**src/assert_macros.svh**
```systemverilog
// Assertion macros shared by the gaussian filter RTL.
// No dependencies; define SYNTH to compile the checks out for synthesis.
`ifndef ASSERT_MACROS_SVH
`define ASSERT_MACROS_SVH

`ifndef SYNTH

// Clocked check that is switched off while reset is high.
`define ASSERT_CLK(lbl, clk, rst, prop) \
  lbl: assert property (@(posedge clk) disable iff (rst) prop) \
    else $error("assertion failed");

// Clocked check that also holds while reset is high.
`define ASSERT_ALWAYS(lbl, clk, prop) \
  lbl: assert property (@(posedge clk) prop) \
    else $error("assertion failed");

`else

`define ASSERT_CLK(lbl, clk, rst, prop)
`define ASSERT_ALWAYS(lbl, clk, prop)

`endif

`endif

```
**src/gauss3_pkg.sv**
```systemverilog
// Shared constants, types and helper functions of the 3x3 gaussian filter.
// No dependencies.
package gauss3_pkg;

  localparam int MAX_WIDTH      = 2048;
  localparam int MAX_HEIGHT     = 4096;
  localparam int MIN_DIM        = 3;
  localparam int PIX_W          = 8;
  localparam int COEF_W         = 16;
  localparam int COEF_FRAC_BITS = 16;
  localparam int WIDTH_W        = 12;
  localparam int HEIGHT_W       = 13;
  localparam int ADDR_W         = $clog2(MAX_WIDTH);
  localparam int ROW_W          = $clog2(MAX_HEIGHT);
  localparam int PEND_W         = $clog2(MAX_WIDTH + 2);
  localparam int TAP_SUM_W      = PIX_W + 2;
  localparam int PROD_W         = TAP_SUM_W + COEF_W;
  localparam int CTR_W          = PIX_W + COEF_W;
  localparam int SUM_W          = PROD_W + 2;
  localparam int PIX_MAX        = 255;

  localparam int CFG_IDX_W = 3;
  localparam int CFG_DATA_W = 16;
  localparam logic [CFG_IDX_W-1:0] CFG_FRAME_WIDTH  = 3'd0;
  localparam logic [CFG_IDX_W-1:0] CFG_FRAME_HEIGHT = 3'd1;
  localparam logic [CFG_IDX_W-1:0] CFG_COEF_CENTER  = 3'd2;
  localparam logic [CFG_IDX_W-1:0] CFG_COEF_EDGE    = 3'd3;
  localparam logic [CFG_IDX_W-1:0] CFG_COEF_CORNER  = 3'd4;

  localparam logic ACT_PIXEL = 1'b0;
  localparam logic ACT_FLUSH = 1'b1;

  typedef struct packed {
    logic [COEF_W-1:0] center;
    logic [COEF_W-1:0] edge_w;
    logic [COEF_W-1:0] corner;
  } coef_t;

  typedef struct packed {
    logic [PROD_W-1:0] corner;
    logic [PROD_W-1:0] edge_p;
    logic [CTR_W-1:0]  center;
  } prod_t;

  typedef struct packed {
    logic shift;  // a pixel leaves the first stage: advance the window
    logic load;   // the first stage moves on: capture the products
  } kernel_ctrl_t;

  function automatic logic [WIDTH_W-1:0] clamp_width(input logic [WIDTH_W-1:0] v);
    logic [WIDTH_W-1:0] r;
    if (v < WIDTH_W'(MIN_DIM)) begin
      r = WIDTH_W'(MIN_DIM);
    end else if (v > WIDTH_W'(MAX_WIDTH)) begin
      r = WIDTH_W'(MAX_WIDTH);
    end else begin
      r = v;
    end
    return r;
  endfunction

  function automatic logic [HEIGHT_W-1:0] clamp_height(input logic [HEIGHT_W-1:0] v);
    logic [HEIGHT_W-1:0] r;
    if (v < HEIGHT_W'(MIN_DIM)) begin
      r = HEIGHT_W'(MIN_DIM);
    end else if (v > HEIGHT_W'(MAX_HEIGHT)) begin
      r = HEIGHT_W'(MAX_HEIGHT);
    end else begin
      r = v;
    end
    return r;
  endfunction

endpackage

```
**src/gauss3_kernel.sv**
```systemverilog
// 3x3 window registers and the weighted products of the gaussian filter.
// Depends on gauss3_pkg.
module gauss3_kernel (
  input  logic                          clk,
  input  logic                          rst,
  input  gauss3_pkg::kernel_ctrl_t      ctrl,
  input  gauss3_pkg::coef_t             coef,
  input  logic [gauss3_pkg::PIX_W-1:0]  top,
  input  logic [gauss3_pkg::PIX_W-1:0]  mid,
  input  logic [gauss3_pkg::PIX_W-1:0]  bot,
  output gauss3_pkg::prod_t             prod
);

  // Taps 0..2 hold the oldest column (top, mid, bottom), taps 3..5 the next one.
  logic [gauss3_pkg::PIX_W-1:0]     win [6];
  logic [gauss3_pkg::TAP_SUM_W-1:0] corners;
  logic [gauss3_pkg::TAP_SUM_W-1:0] edges;
  gauss3_pkg::prod_t                prod_next;

  always_comb begin
    corners = gauss3_pkg::TAP_SUM_W'(win[0]) + gauss3_pkg::TAP_SUM_W'(win[2])
            + gauss3_pkg::TAP_SUM_W'(top) + gauss3_pkg::TAP_SUM_W'(bot);
    edges   = gauss3_pkg::TAP_SUM_W'(win[1]) + gauss3_pkg::TAP_SUM_W'(win[3])
            + gauss3_pkg::TAP_SUM_W'(win[5]) + gauss3_pkg::TAP_SUM_W'(mid);
    prod_next.corner = gauss3_pkg::PROD_W'(corners) * gauss3_pkg::PROD_W'(coef.corner);
    prod_next.edge_p = gauss3_pkg::PROD_W'(edges) * gauss3_pkg::PROD_W'(coef.edge_w);
    prod_next.center = gauss3_pkg::CTR_W'(win[4]) * gauss3_pkg::CTR_W'(coef.center);
  end

  always_ff @(posedge clk) begin
    if (rst) begin
      for (int i = 0; i < 6; i++) begin
        win[i] <= '0;
      end
    end else if (ctrl.shift) begin
      win[0] <= win[3];
      win[1] <= win[4];
      win[2] <= win[5];
      win[3] <= top;
      win[4] <= mid;
      win[5] <= bot;
    end
  end

  always_ff @(posedge clk) begin
    if (ctrl.load) begin
      prod <= prod_next;
    end
  end

endmodule

```
**config.mk**
```make
export PLATFORM = sky130hd
export DESIGN_NAME = gauss3_kernel
export DESIGN_NICKNAME = d
export VERILOG_FILES = /design/src/assert_macros.svh /design/src/gauss3_pkg.sv /design/src/gauss3_kernel.sv
export SDC_FILE = /design/constraint.sdc
export NUM_CORES = 1
export LEC_CHECK = 0
export ABC_AREA = 0
export BUFFER_PORTS_ARGS = -buffer_cell sky130_fd_sc_hd__buf_4
export CORE_MARGIN = 5
export CORE_UTILIZATION = 40
export CTS_CLUSTER_DIAMETER = 60
export DETAILED_ROUTE_END_ITERATION = 16
export GPL_ROUTABILITY_DRIVEN = 0
export SETUP_SLACK_MARGIN = 0.3
export SYNTH_ARGS = -nofsm -noshare
export SYNTH_HDL_FRONTEND = slang
export SYNTH_SLANG_ARGS = --single-unit
```
**constraint.sdc**
```tcl
create_clock -name clk -period 12 [get_ports clk]
set_input_delay 1.2 -clock clk [delete_from_list [all_inputs] [get_ports clk]]
set_output_delay 1.2 -clock clk [all_outputs]
set_load 0.01 [all_outputs]
```
# == Word-level counts from Yosys, hierarchy flattened ==
# Memories as Yosys holds them, arrays and structs flattened.
# Cells that the tools add are included.
# classes
n_addsub,6
multipliers,3
muxes,11
bitwise_logic,6
# ops
operator,n
10-bit by 16-bit multiplier with 26-bit output,2
8-bit 2-to-1 mux,6
8-bit by 16-bit multiplier with 24-bit output,1
10-bit by 8-bit adder with 10-bit output,2
9-bit by 8-bit adder with 10-bit output,2
8-bit by 8-bit adder with 9-bit output,2
1-bit bitwise OR,6
1-bit 2-to-1 mux,5
# word_totals
reg_bits,76
ramBits,48
elab_cells,30
memories,1
# mem_list
memory,words,word_bits,rd,rd_ports_with_merged_regs,write_ports,line,rtl
win,6,8,6,0,6,gauss3_kernel.sv:15,logic [gauss3_pkg::PIX_W-1:0] win [6];

# == Depth between registers and ports, before layout ==
# Gate-level depths: netlist of run 1.
# logic_depth
ltp_word,4
mapped_depth,34

# == Worst setup path before layout of run 1 ==
# Ideal clock, no wire load.
# synth_path
path_type,input to register
start,input top[1] (netlist name)
end,register prod[74] (netlist name) (data pin)
setup_ps,260
t_arrival_ps,8557
required_time_ps,11740
slack_ps,3184
path_stages,32
path_buffers,1
cell_sequence,inv_1 > fa_1 > fa_1 > inv_1 > ha_1 > inv_1 > fa_1 > nor2b_1 > o21ai_0 > a21boi_0 > o21ai_0 > nand2b_1 > xor2_1 > clkbuf_1 > nand2_1 > fa_1 > fa_1 > inv_1 > fa_1 > fa_1 > inv_1 > fa_1 > inv_1 > ha_1 > a21o_1 > or3_1 > a31oi_1 > o31ai_2 > a2111o_1 > a31oi_2 > o21ai_2 > xor2_1
# synth_lines
element,line,rtl
start: declaration,gauss3_kernel.sv:8,"input logic [gauss3_pkg::PIX_W-1:0] top,"
end signal: assignment,gauss3_kernel.sv:47,prod <= prod_next;
end: declaration,gauss3_kernel.sv:11,output gauss3_pkg::prod_t prod

==> results of run 1 <==
per-layer routing:
layer | wire (µm) | track usage [%] | vias up
met5 | 15 | 0 | -
li1 | - | - | 6332
met1 | 19600 | 22.9 | 6973
met3 | 2110 | 3.63 | 63
met4 | 932 | 5.22 | 4
met2 | 23100 | 30.8 | 269
layout by cell type, fill, tap and decap left out, types with 4 or more instances in the layout:
cell / netlist / final
inv_1: 417 / 417
fa_1: 336 / 336
and2_1: 274 / 274
nand2_1: 211 / 211
ha_1: 184 / 184
buf_4: 0 / 160
edfxtp_1: 124 / 124
a21oi_1: 55 / 55
xnor2_1: 55 / 52
a21o_1: 38 / 38
nand2b_1: 31 / 31
o21ai_0: 30 / 30
nor2_1: 25 / 25
xor2_1: 23 / 23
clkbuf_16: 0 / 17
nor2b_1: 16 / 15
o21a_1: 11 / 11
nand4_1: 11 / 11
o21bai_1: 10 / 10
a31oi_1: 7 / 7
nand3_1: 7 / 7
o211ai_1: 5 / 5
bufinv_16: 0 / 5
and3_1: 4 / 4
nor3_1: 4 / 4
clkinv_4: 0 / 4
flip-flops by register name (all words and copies together) (netlist names):
name,count
win,48
prod,76
critical path, delay by kind of cell:
family	cells	cell delay [ns]
buf+inv	7	0.42
xor+xnor	2	0.98
compound gates	9	1.96
fa+ha+maj	10	4.40
simple gates	4	0.76
cells by family (layout without fill, tap and decap cells):
logic type | count (synthesis) | count (layout) | synth area share, %
and+or+nand+nor | 592 | 592 | 15.9
adders and majority gates | 520 | 520 | 46.1
buffers and inverters | 473 | 609 | 9.07
AOI/OAI and AO/OA | 189 | 189 | 6.39
DFF | 124 | 124 | 19.0
xor gates and xnor gates | 78 | 78 | 3.49
final cells by class:
cell class,count,area (µm²)
fill,4664,26600
multi-input combinational,1379,14100
clock buffer,17,425
clock inverter,15,221
inverter,417,1570
timing repair buffer,160,1200
tap,622,778
sequential,124,3720
final timing paths:
kind,startpoint,to,slack (ns),cells after the start
worst min-delay path,win[3][3],win[0][3],0.55,1
worst max register to register,win[0][1],prod[74],3.00,31
worst min register to register,win[3][3],win[0][3],0.55,1
worst max-delay path,top[1],prod[74],2.49,32
metrics by stage:
stage	instance area [µm²]	utilization, %	hold WS [ns]
floorplan	19600	-	0.525
global placement	21400	43.9	0.537
detailed placement	21400	43.9	0.542
CTS	22000	45.3	0.551
global route	22000	45.3	0.577
finish	22000	45.3	0.546
==> out/results.ini, run 1 <==
[outcome]
status = finished clean

[clock_network]
cts_resized = 0
path_clk_slew_ns = 0.07
cts.sinks = 124
cts_buffers = 17
clk_latency_ns = 0.48
cts_tree = yes
cts_buffer_depth = 2
cts_root_buf = clkbuf_16
cts_htree_levels = 4
post-cts-setup-buffer-count = 0
holdBufCountCts = 0

[setup_path]
crit_path_max_fanout = 16
critPathArrivalTime_ns = 9.74
slowest_delay_ns = 0.84
worst_setup_path_end_kind = flop
setup.worst_path.class = input port to flop
worst_path_most_repeated_cell = fa_1
cp-start-kind = input port
critical_path_required_ns = 12.23
cp_slowest_cell = xor2_1

[synthesis]
synth_cell_types = 52
synth_top_area_share_pct = 34.4
synth_top_area_cell = fa_1
ys_seq_area_share_pct = 19.0
async_flop_share_pct = 0
synthCells = 1976
synth-edff-count = 124
synth_area_per_cell_um2 = 9.90
synth_common_cells = 417 x inv_1, 336 x fa_1, 274 x and2_1, 211 x nand2_1, 184 x ha_1
ys_ff_latch = 124
synth_area_um2 = 19600
ys_top_cells_by_area = fa_1 34%, edfxtp_1 19%, ha_1 12%, and2_1 8.8%, inv_1 8.0%
yosys_warnings = 0
synth.most_common_cell = inv_1
synth_ff_type = edfxtp_1
syn-num-nets = 2572

[final_layout]
layout.nets = 2695
insertedDiodeCount = 0
post_route_cells_drive_above_1_share_pct = 9.71
areaGrowthSynthToFinish_pct = 12.5
stdcell_count = 2734

[global_routing]
gr-total-overflow = 0
antenna_found_initial = 2
grt_pass1_wl_um = 76000
grt_pass1_vias = 14800
grt_max_degree = 53
grt_usage_pct = 17.9

[die]
start_util_pct = 40.2
std_cell_rows = 81
design.core.area_um2 = 48600
die_w_um = 231
die_h_um = 231
io_pins = 152
die_area_um2 = 53400

[timing]
fin_worst_skew_ns = 0.0119
fmax_mhz = 105
setup_violations = 0
post-route-min-period_ns = 9.51
hold_viol = 0
slew_headroom_pct = 28.9
maxSlewViolCount = 0
rsz0062_at_grt = no
fin_ws_ns = 2.49
fin_crit_sh_pct = 79.3
fin_tns_setup_ns = 0
tightest_slew_ns = 1.06

[detailed_routing]
first_pass_iters = 5
num_vias = 13600
vias_per_cell = 4.99
routed_wl_um = 45800
drt-initial-drc-count = 582
routedWlPerCell_um = 16.8
ant_nets = 0
drc = 0

[hold_path]
hp-class = flop to flop

[placed_design]
dp_cells = 2702
port-buffer-count = 151
dp_hpwl_um = 36700
dp_slack_ns = 2.03

[flow_run]
drv_cap = 0

Power of run 1 is not shown: default switching activity piles up to over one toggle a cycle in this logic, so the estimate is an artifact.
==> inputs of run 2 (changes only) <==
==> constraint.sdc (replaced) <==
create_clock -name clk -period 9.25 [get_ports clk]
set_input_delay 0.925 -clock clk [delete_from_list [all_inputs] [get_ports clk]]
set_output_delay 0.925 -clock clk [all_outputs]
set_load 0.01 [all_outputs]
==> out/results.ini, run 2 (synthesized netlist as in run 1, its figures left out) <==
[outcome]
status = finished clean

[detailed_routing]
drc = 0  ; unchanged
num_vias = 13500  ; -0.71%
first_pass_iters = 5  ; unchanged
drt-initial-drc-count = 627  ; +7.7%
vias_per_cell = 4.94  ; -1.0%
ant_nets = 0  ; unchanged
routedWlPerCell_um = 16.7  ; -0.45%
routed_wl_um = 45800  ; -0.12%

[timing]
setup_violations = 0  ; unchanged
tightest_slew_ns = 1.08  ; +0.0143 ns
hold_viol = 0  ; unchanged
rsz0062_at_grt = no
post-route-min-period_ns = 8.47
fin_worst_skew_ns = 0.00964  ; -0.00221 ns
slew_headroom_pct = 28.2  ; -0.71 points
maxSlewViolCount = 0  ; unchanged
fin_crit_sh_pct = 91.5
fin_tns_setup_ns = 0  ; unchanged
fmax_mhz = 118

[die]
die_area_um2 = 53400  ; unchanged
die_h_um = 231  ; unchanged
std_cell_rows = 81  ; unchanged
start_util_pct = 40.2  ; unchanged
die_w_um = 231  ; unchanged
design.core.area_um2 = 48600  ; unchanged
io_pins = 152  ; unchanged

[final_layout]
post_route_cells_drive_above_1_share_pct = 10.0  ; +0.34 points
final_cell_mix = 417 x inv_1, 336 x fa_1, 274 x and2_1
final_common_cell = inv_1
largest_registers = prod (76), win (48)
stdcell_count = 2743  ; +0.33%
finish.utilization_pct = 45.2  ; about the same
layout.nets = 2703  ; +0.30%
regMostFlops = prod
fillCellCount = 4628  ; -0.77%
largest_reg_flops = 76  ; unchanged
areaGrowthSynthToFinish_pct = 12.4  ; about the same
post-route-cell-area_um2 = 22000  ; about the same

[setup_path]
worst_path_most_repeated_cell = fa_1
path_delay_family = adder cells
cp_num_cells = 30  ; -6.3%
cp-start-kind = input port
r2r_end = prod[46]
worst_setup_path_end_kind = flop
critPathArrivalTime_ns = 8.69  ; -1.05 ns
slowest_delay_ns = 0.68  ; -0.16 ns
crit_path_max_fanout = 13  ; -3
critical_path_required_ns = 9.47  ; -2.76 ns
rrSetupSlack_ns = 1.01  ; -1.99 ns
crit-reg2reg-launch = win[5][1]
cp_num_buf_inv = 6  ; -1
r2r_cells = 29  ; -6.5%
crit_path_end = prod[46]
cp_slowest_cell = nor2_1
startpoint = mid[1]
setup.worst_path.class = input port to flop

[placed_design]
dp_hpwl_um = 36600  ; -0.21%
dp_cells = 2710  ; +0.30%
port-buffer-count = 151  ; unchanged
place_area_um2 = 21400  ; +0.21%

[clock_network]
path_clk_slew_ns = 0.06  ; about the same
cts_tree = yes
cts_resized = 0  ; unchanged
cts_buffers = 17  ; unchanged
post-cts-setup-buffer-count = 0  ; unchanged
holdBufCountCts = 0  ; unchanged
cts_buffer_depth = 2  ; unchanged
cts.sinks = 124  ; unchanged
cts_root_buf = clkbuf_16
cts_htree_levels = 4  ; unchanged
clk_latency_ns = 0.48  ; about the same

[global_routing]
grt_pass1_wl_um = 76200  ; +0.26%
grt_usage_pct = 17.9  ; about the same
grt_pass1_vias = 14800  ; +0.18%
grt_max_degree = 77  ; +45%
antenna_found_initial = 3  ; +1
gr-total-overflow = 0  ; unchanged

[flow_run]
drv_cap = 0  ; unchanged

[hold_path]
hp-class = flop to flop

-- run 2: cell count changes in the layout (fill, tap and decap cells not counted), moves of 2 or more --
cell,previous run,this run
inv_6,1,5
buf_4,160,168
xnor2_2,3,1
bufinv_16,5,2
xnor2_1,52,54
clkinv_1,2,0
-- run 2: how the worst min path moves through the flow --
stage | slack (ns) | from | to | depth (start not counted)
4_1_cts | 0.55 | win[3][3] | win[0][3] | 1
2_1_floorplan | 0.52 | win[3][1] | win[0][1] | 1
3_3_place_gp | 0.53 | win[5][5] | win[2][5] | 1
3_5_place_dp | 0.54 | win[3][2] | win[0][2] | 1
6_report | 0.55 | win[3][7] | win[0][7] | 1
5_1_grt | 0.56 | win[3][7] | win[0][7] | 1
-- run 2: final cells by class --
cell class	instances	area (µm²)	area share [%]
Multi-Input combinational cell	1379	14100	64.0
Timing Repair Buffer	168	1260	5.73
Tap cell	622	778	3.54
Antenna cell	1	2.50	0.0114
Inverter	417	1570	7.11
Clock inverter	15	163	0.739
Clock buffer	17	425	1.93
Sequential cell	124	3720	16.9
-- run 2: layer usage --
layer | GRT usage (%) | wire length (µm) | vias to the layer above | share of wire [%]
met1 | 23.7 | 20600 | 6911 | 45
met3 | 3.86 | 1910 | 54 | 4.2
met5 | 0 | 27 | - | 0.059
met4 | 4.46 | 758 | 4 | 1.7
li1 | - | - | 6353 | -
met2 | 30.0 | 22400 | 222 | 49
-- run 2: worst register-to-register path, delay by kind of cell, from the launching register on --
kind / cells / cell delay (ns)
and+or+nand+nor: 7 / 1.80
DFF: 1 / 0.40
buffers and inverters: 5 / 0.33
adders and majority gates: 10 / 4.21
AOI/OAI and AO/OA: 6 / 1.19
xor gates and xnor gates: 1 / 0.09
-- run 2: through the flow --
| stage | hold WS (ns) | setup slack [ns] |
|---|---|---|
| 2_1_floorplan | 0.525 | 0.709 |
| 3_3_place_gp | 0.535 | 0.420 |
| 4_1_cts | 0.555 | 0.806 |
| 5_1_grt | 0.562 | 0.302 |
| 6_report | 0.552 | 0.782 |
| 3_5_place_dp | 0.541 | 0.289 |
Power of run 2 is left out for the same reason.
==> inputs of run 3 (changes only) <==
--- a/config.mk
+++ b/config.mk
@@ -12,6 +12,7 @@
 export CTS_CLUSTER_DIAMETER = 60
 export DETAILED_ROUTE_END_ITERATION = 16
 export GPL_ROUTABILITY_DRIVEN = 0
+export PLACE_DENSITY = 0.63
 export SETUP_SLACK_MARGIN = 0.3
 export SYNTH_ARGS = -nofsm -noshare
 export SYNTH_HDL_FRONTEND = slang
==> constraint.sdc (replaced) <==
create_clock -name clk -period 9.25 [get_ports clk]
set_input_delay 0.925 -clock clk [delete_from_list [all_inputs] [get_ports clk]]
set_output_delay 0.925 -clock clk [all_outputs]
set_load 0.05 [all_outputs]
==> out/results.ini, run 3 (synthesized netlist as in run 1, its figures left out) <==
[clock_network]
cts_buffer_depth = 2  ; unchanged
cts_resized = 0  ; unchanged
holdBufCountCts = 0  ; unchanged
cts_buffers = 17  ; unchanged
clk_latency_ns = 0.49  ; about the same
cts_htree_levels = 4  ; unchanged
cts_root_buf = clkbuf_16
post-cts-setup-buffer-count = 0  ; unchanged
cts.sinks = 124  ; unchanged
path_clk_slew_ns = 0.06  ; about the same
cts_tree = yes

[die]
die_area_um2 = 53400  ; unchanged
io_pins = 152  ; unchanged
die_w_um = 231  ; unchanged
start_util_pct = 40.2  ; unchanged
design.core.area_um2 = 48600  ; unchanged
die_h_um = 231  ; unchanged
std_cell_rows = 81  ; unchanged

[setup_path]
worst_path_most_repeated_cell = fa_1
setup.worst_path.class = input port to flop
crit_path_max_fanout = 15  ; +2
r2r_end = prod[46]
cp_slowest_cell = fa_1
startpoint = mid[1]
critical_path_required_ns = 9.47  ; about the same
critPathArrivalTime_ns = 8.62  ; -0.07 ns
slowest_delay_ns = 0.55  ; -0.13 ns
r2r_cells = 31  ; +6.9%
crit_path_end = prod[46]
rrSetupSlack_ns = 1.07  ; +0.06 ns
cp-start-kind = input port
crit-reg2reg-launch = win[5][1]
worst_setup_path_end_kind = flop

[timing]
fin_tns_setup_ns = 0  ; unchanged
setup_violations = 0  ; unchanged
fmax_mhz = 119  ; +0.80%
post-route-min-period_ns = 8.40  ; -0.0673 ns
fin_crit_sh_pct = 90.8  ; -0.73 points
rsz0062_at_grt = no
slew_headroom_pct = 29.9  ; +1.8 points
hold_viol = 0  ; unchanged
fin_worst_skew_ns = 0.0167  ; +0.00702 ns
maxSlewViolCount = 0  ; unchanged
tightest_slew_ns = 1.04  ; -0.0338 ns

[detailed_routing]
vias_per_cell = 4.96  ; +0.43%
routedWlPerCell_um = 16.4  ; -1.7%
drt-initial-drc-count = 563  ; -10%
ant_nets = 0  ; unchanged
num_vias = 13600  ; +0.54%
routed_wl_um = 45100  ; -1.5%
drc = 0  ; unchanged
first_pass_iters = 5  ; unchanged

[final_layout]
layout.nets = 2704  ; +0.037%
regMostFlops = prod
final_cell_mix = 417 x inv_1, 336 x fa_1, 274 x and2_1
largest_reg_flops = 76  ; unchanged
post-route-cell-area_um2 = 22000  ; -0.15%
final_common_cell = inv_1
largest_registers = prod (76), win (48)
fillCellCount = 4674  ; +0.99%
finish.utilization_pct = 45.2  ; -0.067 points
post_route_cells_drive_above_1_share_pct = 10.0  ; -0.052 points
areaGrowthSynthToFinish_pct = 12.3

[global_routing]
grt_pass1_vias = 14800  ; +0.17%
antenna_found_initial = 7  ; +4
grt_usage_pct = 17.7  ; -0.20 points
gr-total-overflow = 0  ; unchanged
grt_max_degree = 51  ; -34%
grt_pass1_wl_um = 75200  ; -1.3%

[placed_design]
port-buffer-count = 151  ; unchanged
place_area_um2 = 21400  ; unchanged
dp_hpwl_um = 36400  ; -0.43%

[flow_run]
drv_cap = 0  ; unchanged

[outcome]
status = finished clean

[hold_path]
hp-class = flop to flop

## run 3: worst max-delay path: cells and delay by family
family                     cells  cell delay (ns)
AOI/OAI and AO/OA              7             1.55
xor gates and xnor gates       2             0.26
adders and majority gates     10             4.21
buffers and inverters          7             0.66
and+or+nand+nor                6             0.98
## run 3: worst min path at each step
stage	start	endpoint	slack (ns)	depth (start not counted)
floorplan	win[3][1]	win[0][1]	0.52	1
global placement	win[3][3]	win[0][3]	0.54	1
detailed placement	win[3][3]	win[0][3]	0.54	1
CTS	win[3][3]	win[0][3]	0.55	1
global route	win[3][5]	win[0][5]	0.57	1
finish	win[5][4]	win[2][4]	0.55	1
## run 3: stage by stage
step,hold slack [ns],std cells,setup WS [ns]
finish,0.551,2746,0.849
global route,0.570,2746,0.441
detailed placement,0.538,2711,0.209
CTS,0.553,2743,0.712
floorplan,0.525,1976,0.709
global placement,0.539,2711,0.352
## run 3: final cells by class
class / count / area [µm²] / share of cell area, %
multi-input combinational: 1379 / 14100 / 64.1
clock buffer: 17 / 425 / 1.94
sequential: 124 / 3720 / 16.9
inverter: 417 / 1570 / 7.12
clock inverter: 15 / 123 / 0.558
antenna: 3 / 7.51 / 0.0342
tap: 622 / 778 / 3.54
timing repair buffer: 169 / 1270 / 5.77
## run 3: per-layer routing
layer / global-route usage [%] / vias to the layer above / part of all wire, %
li1: - / 6369 / -
met1: 22.6 / 6876 / 43
met2: 29.5 / 287 / 49
met3: 4.64 / 77 / 5.3
met4: 5.55 / 8 / 2.5
met5: 0 / - / 0.098
Power of run 3 is left out for the same reason.
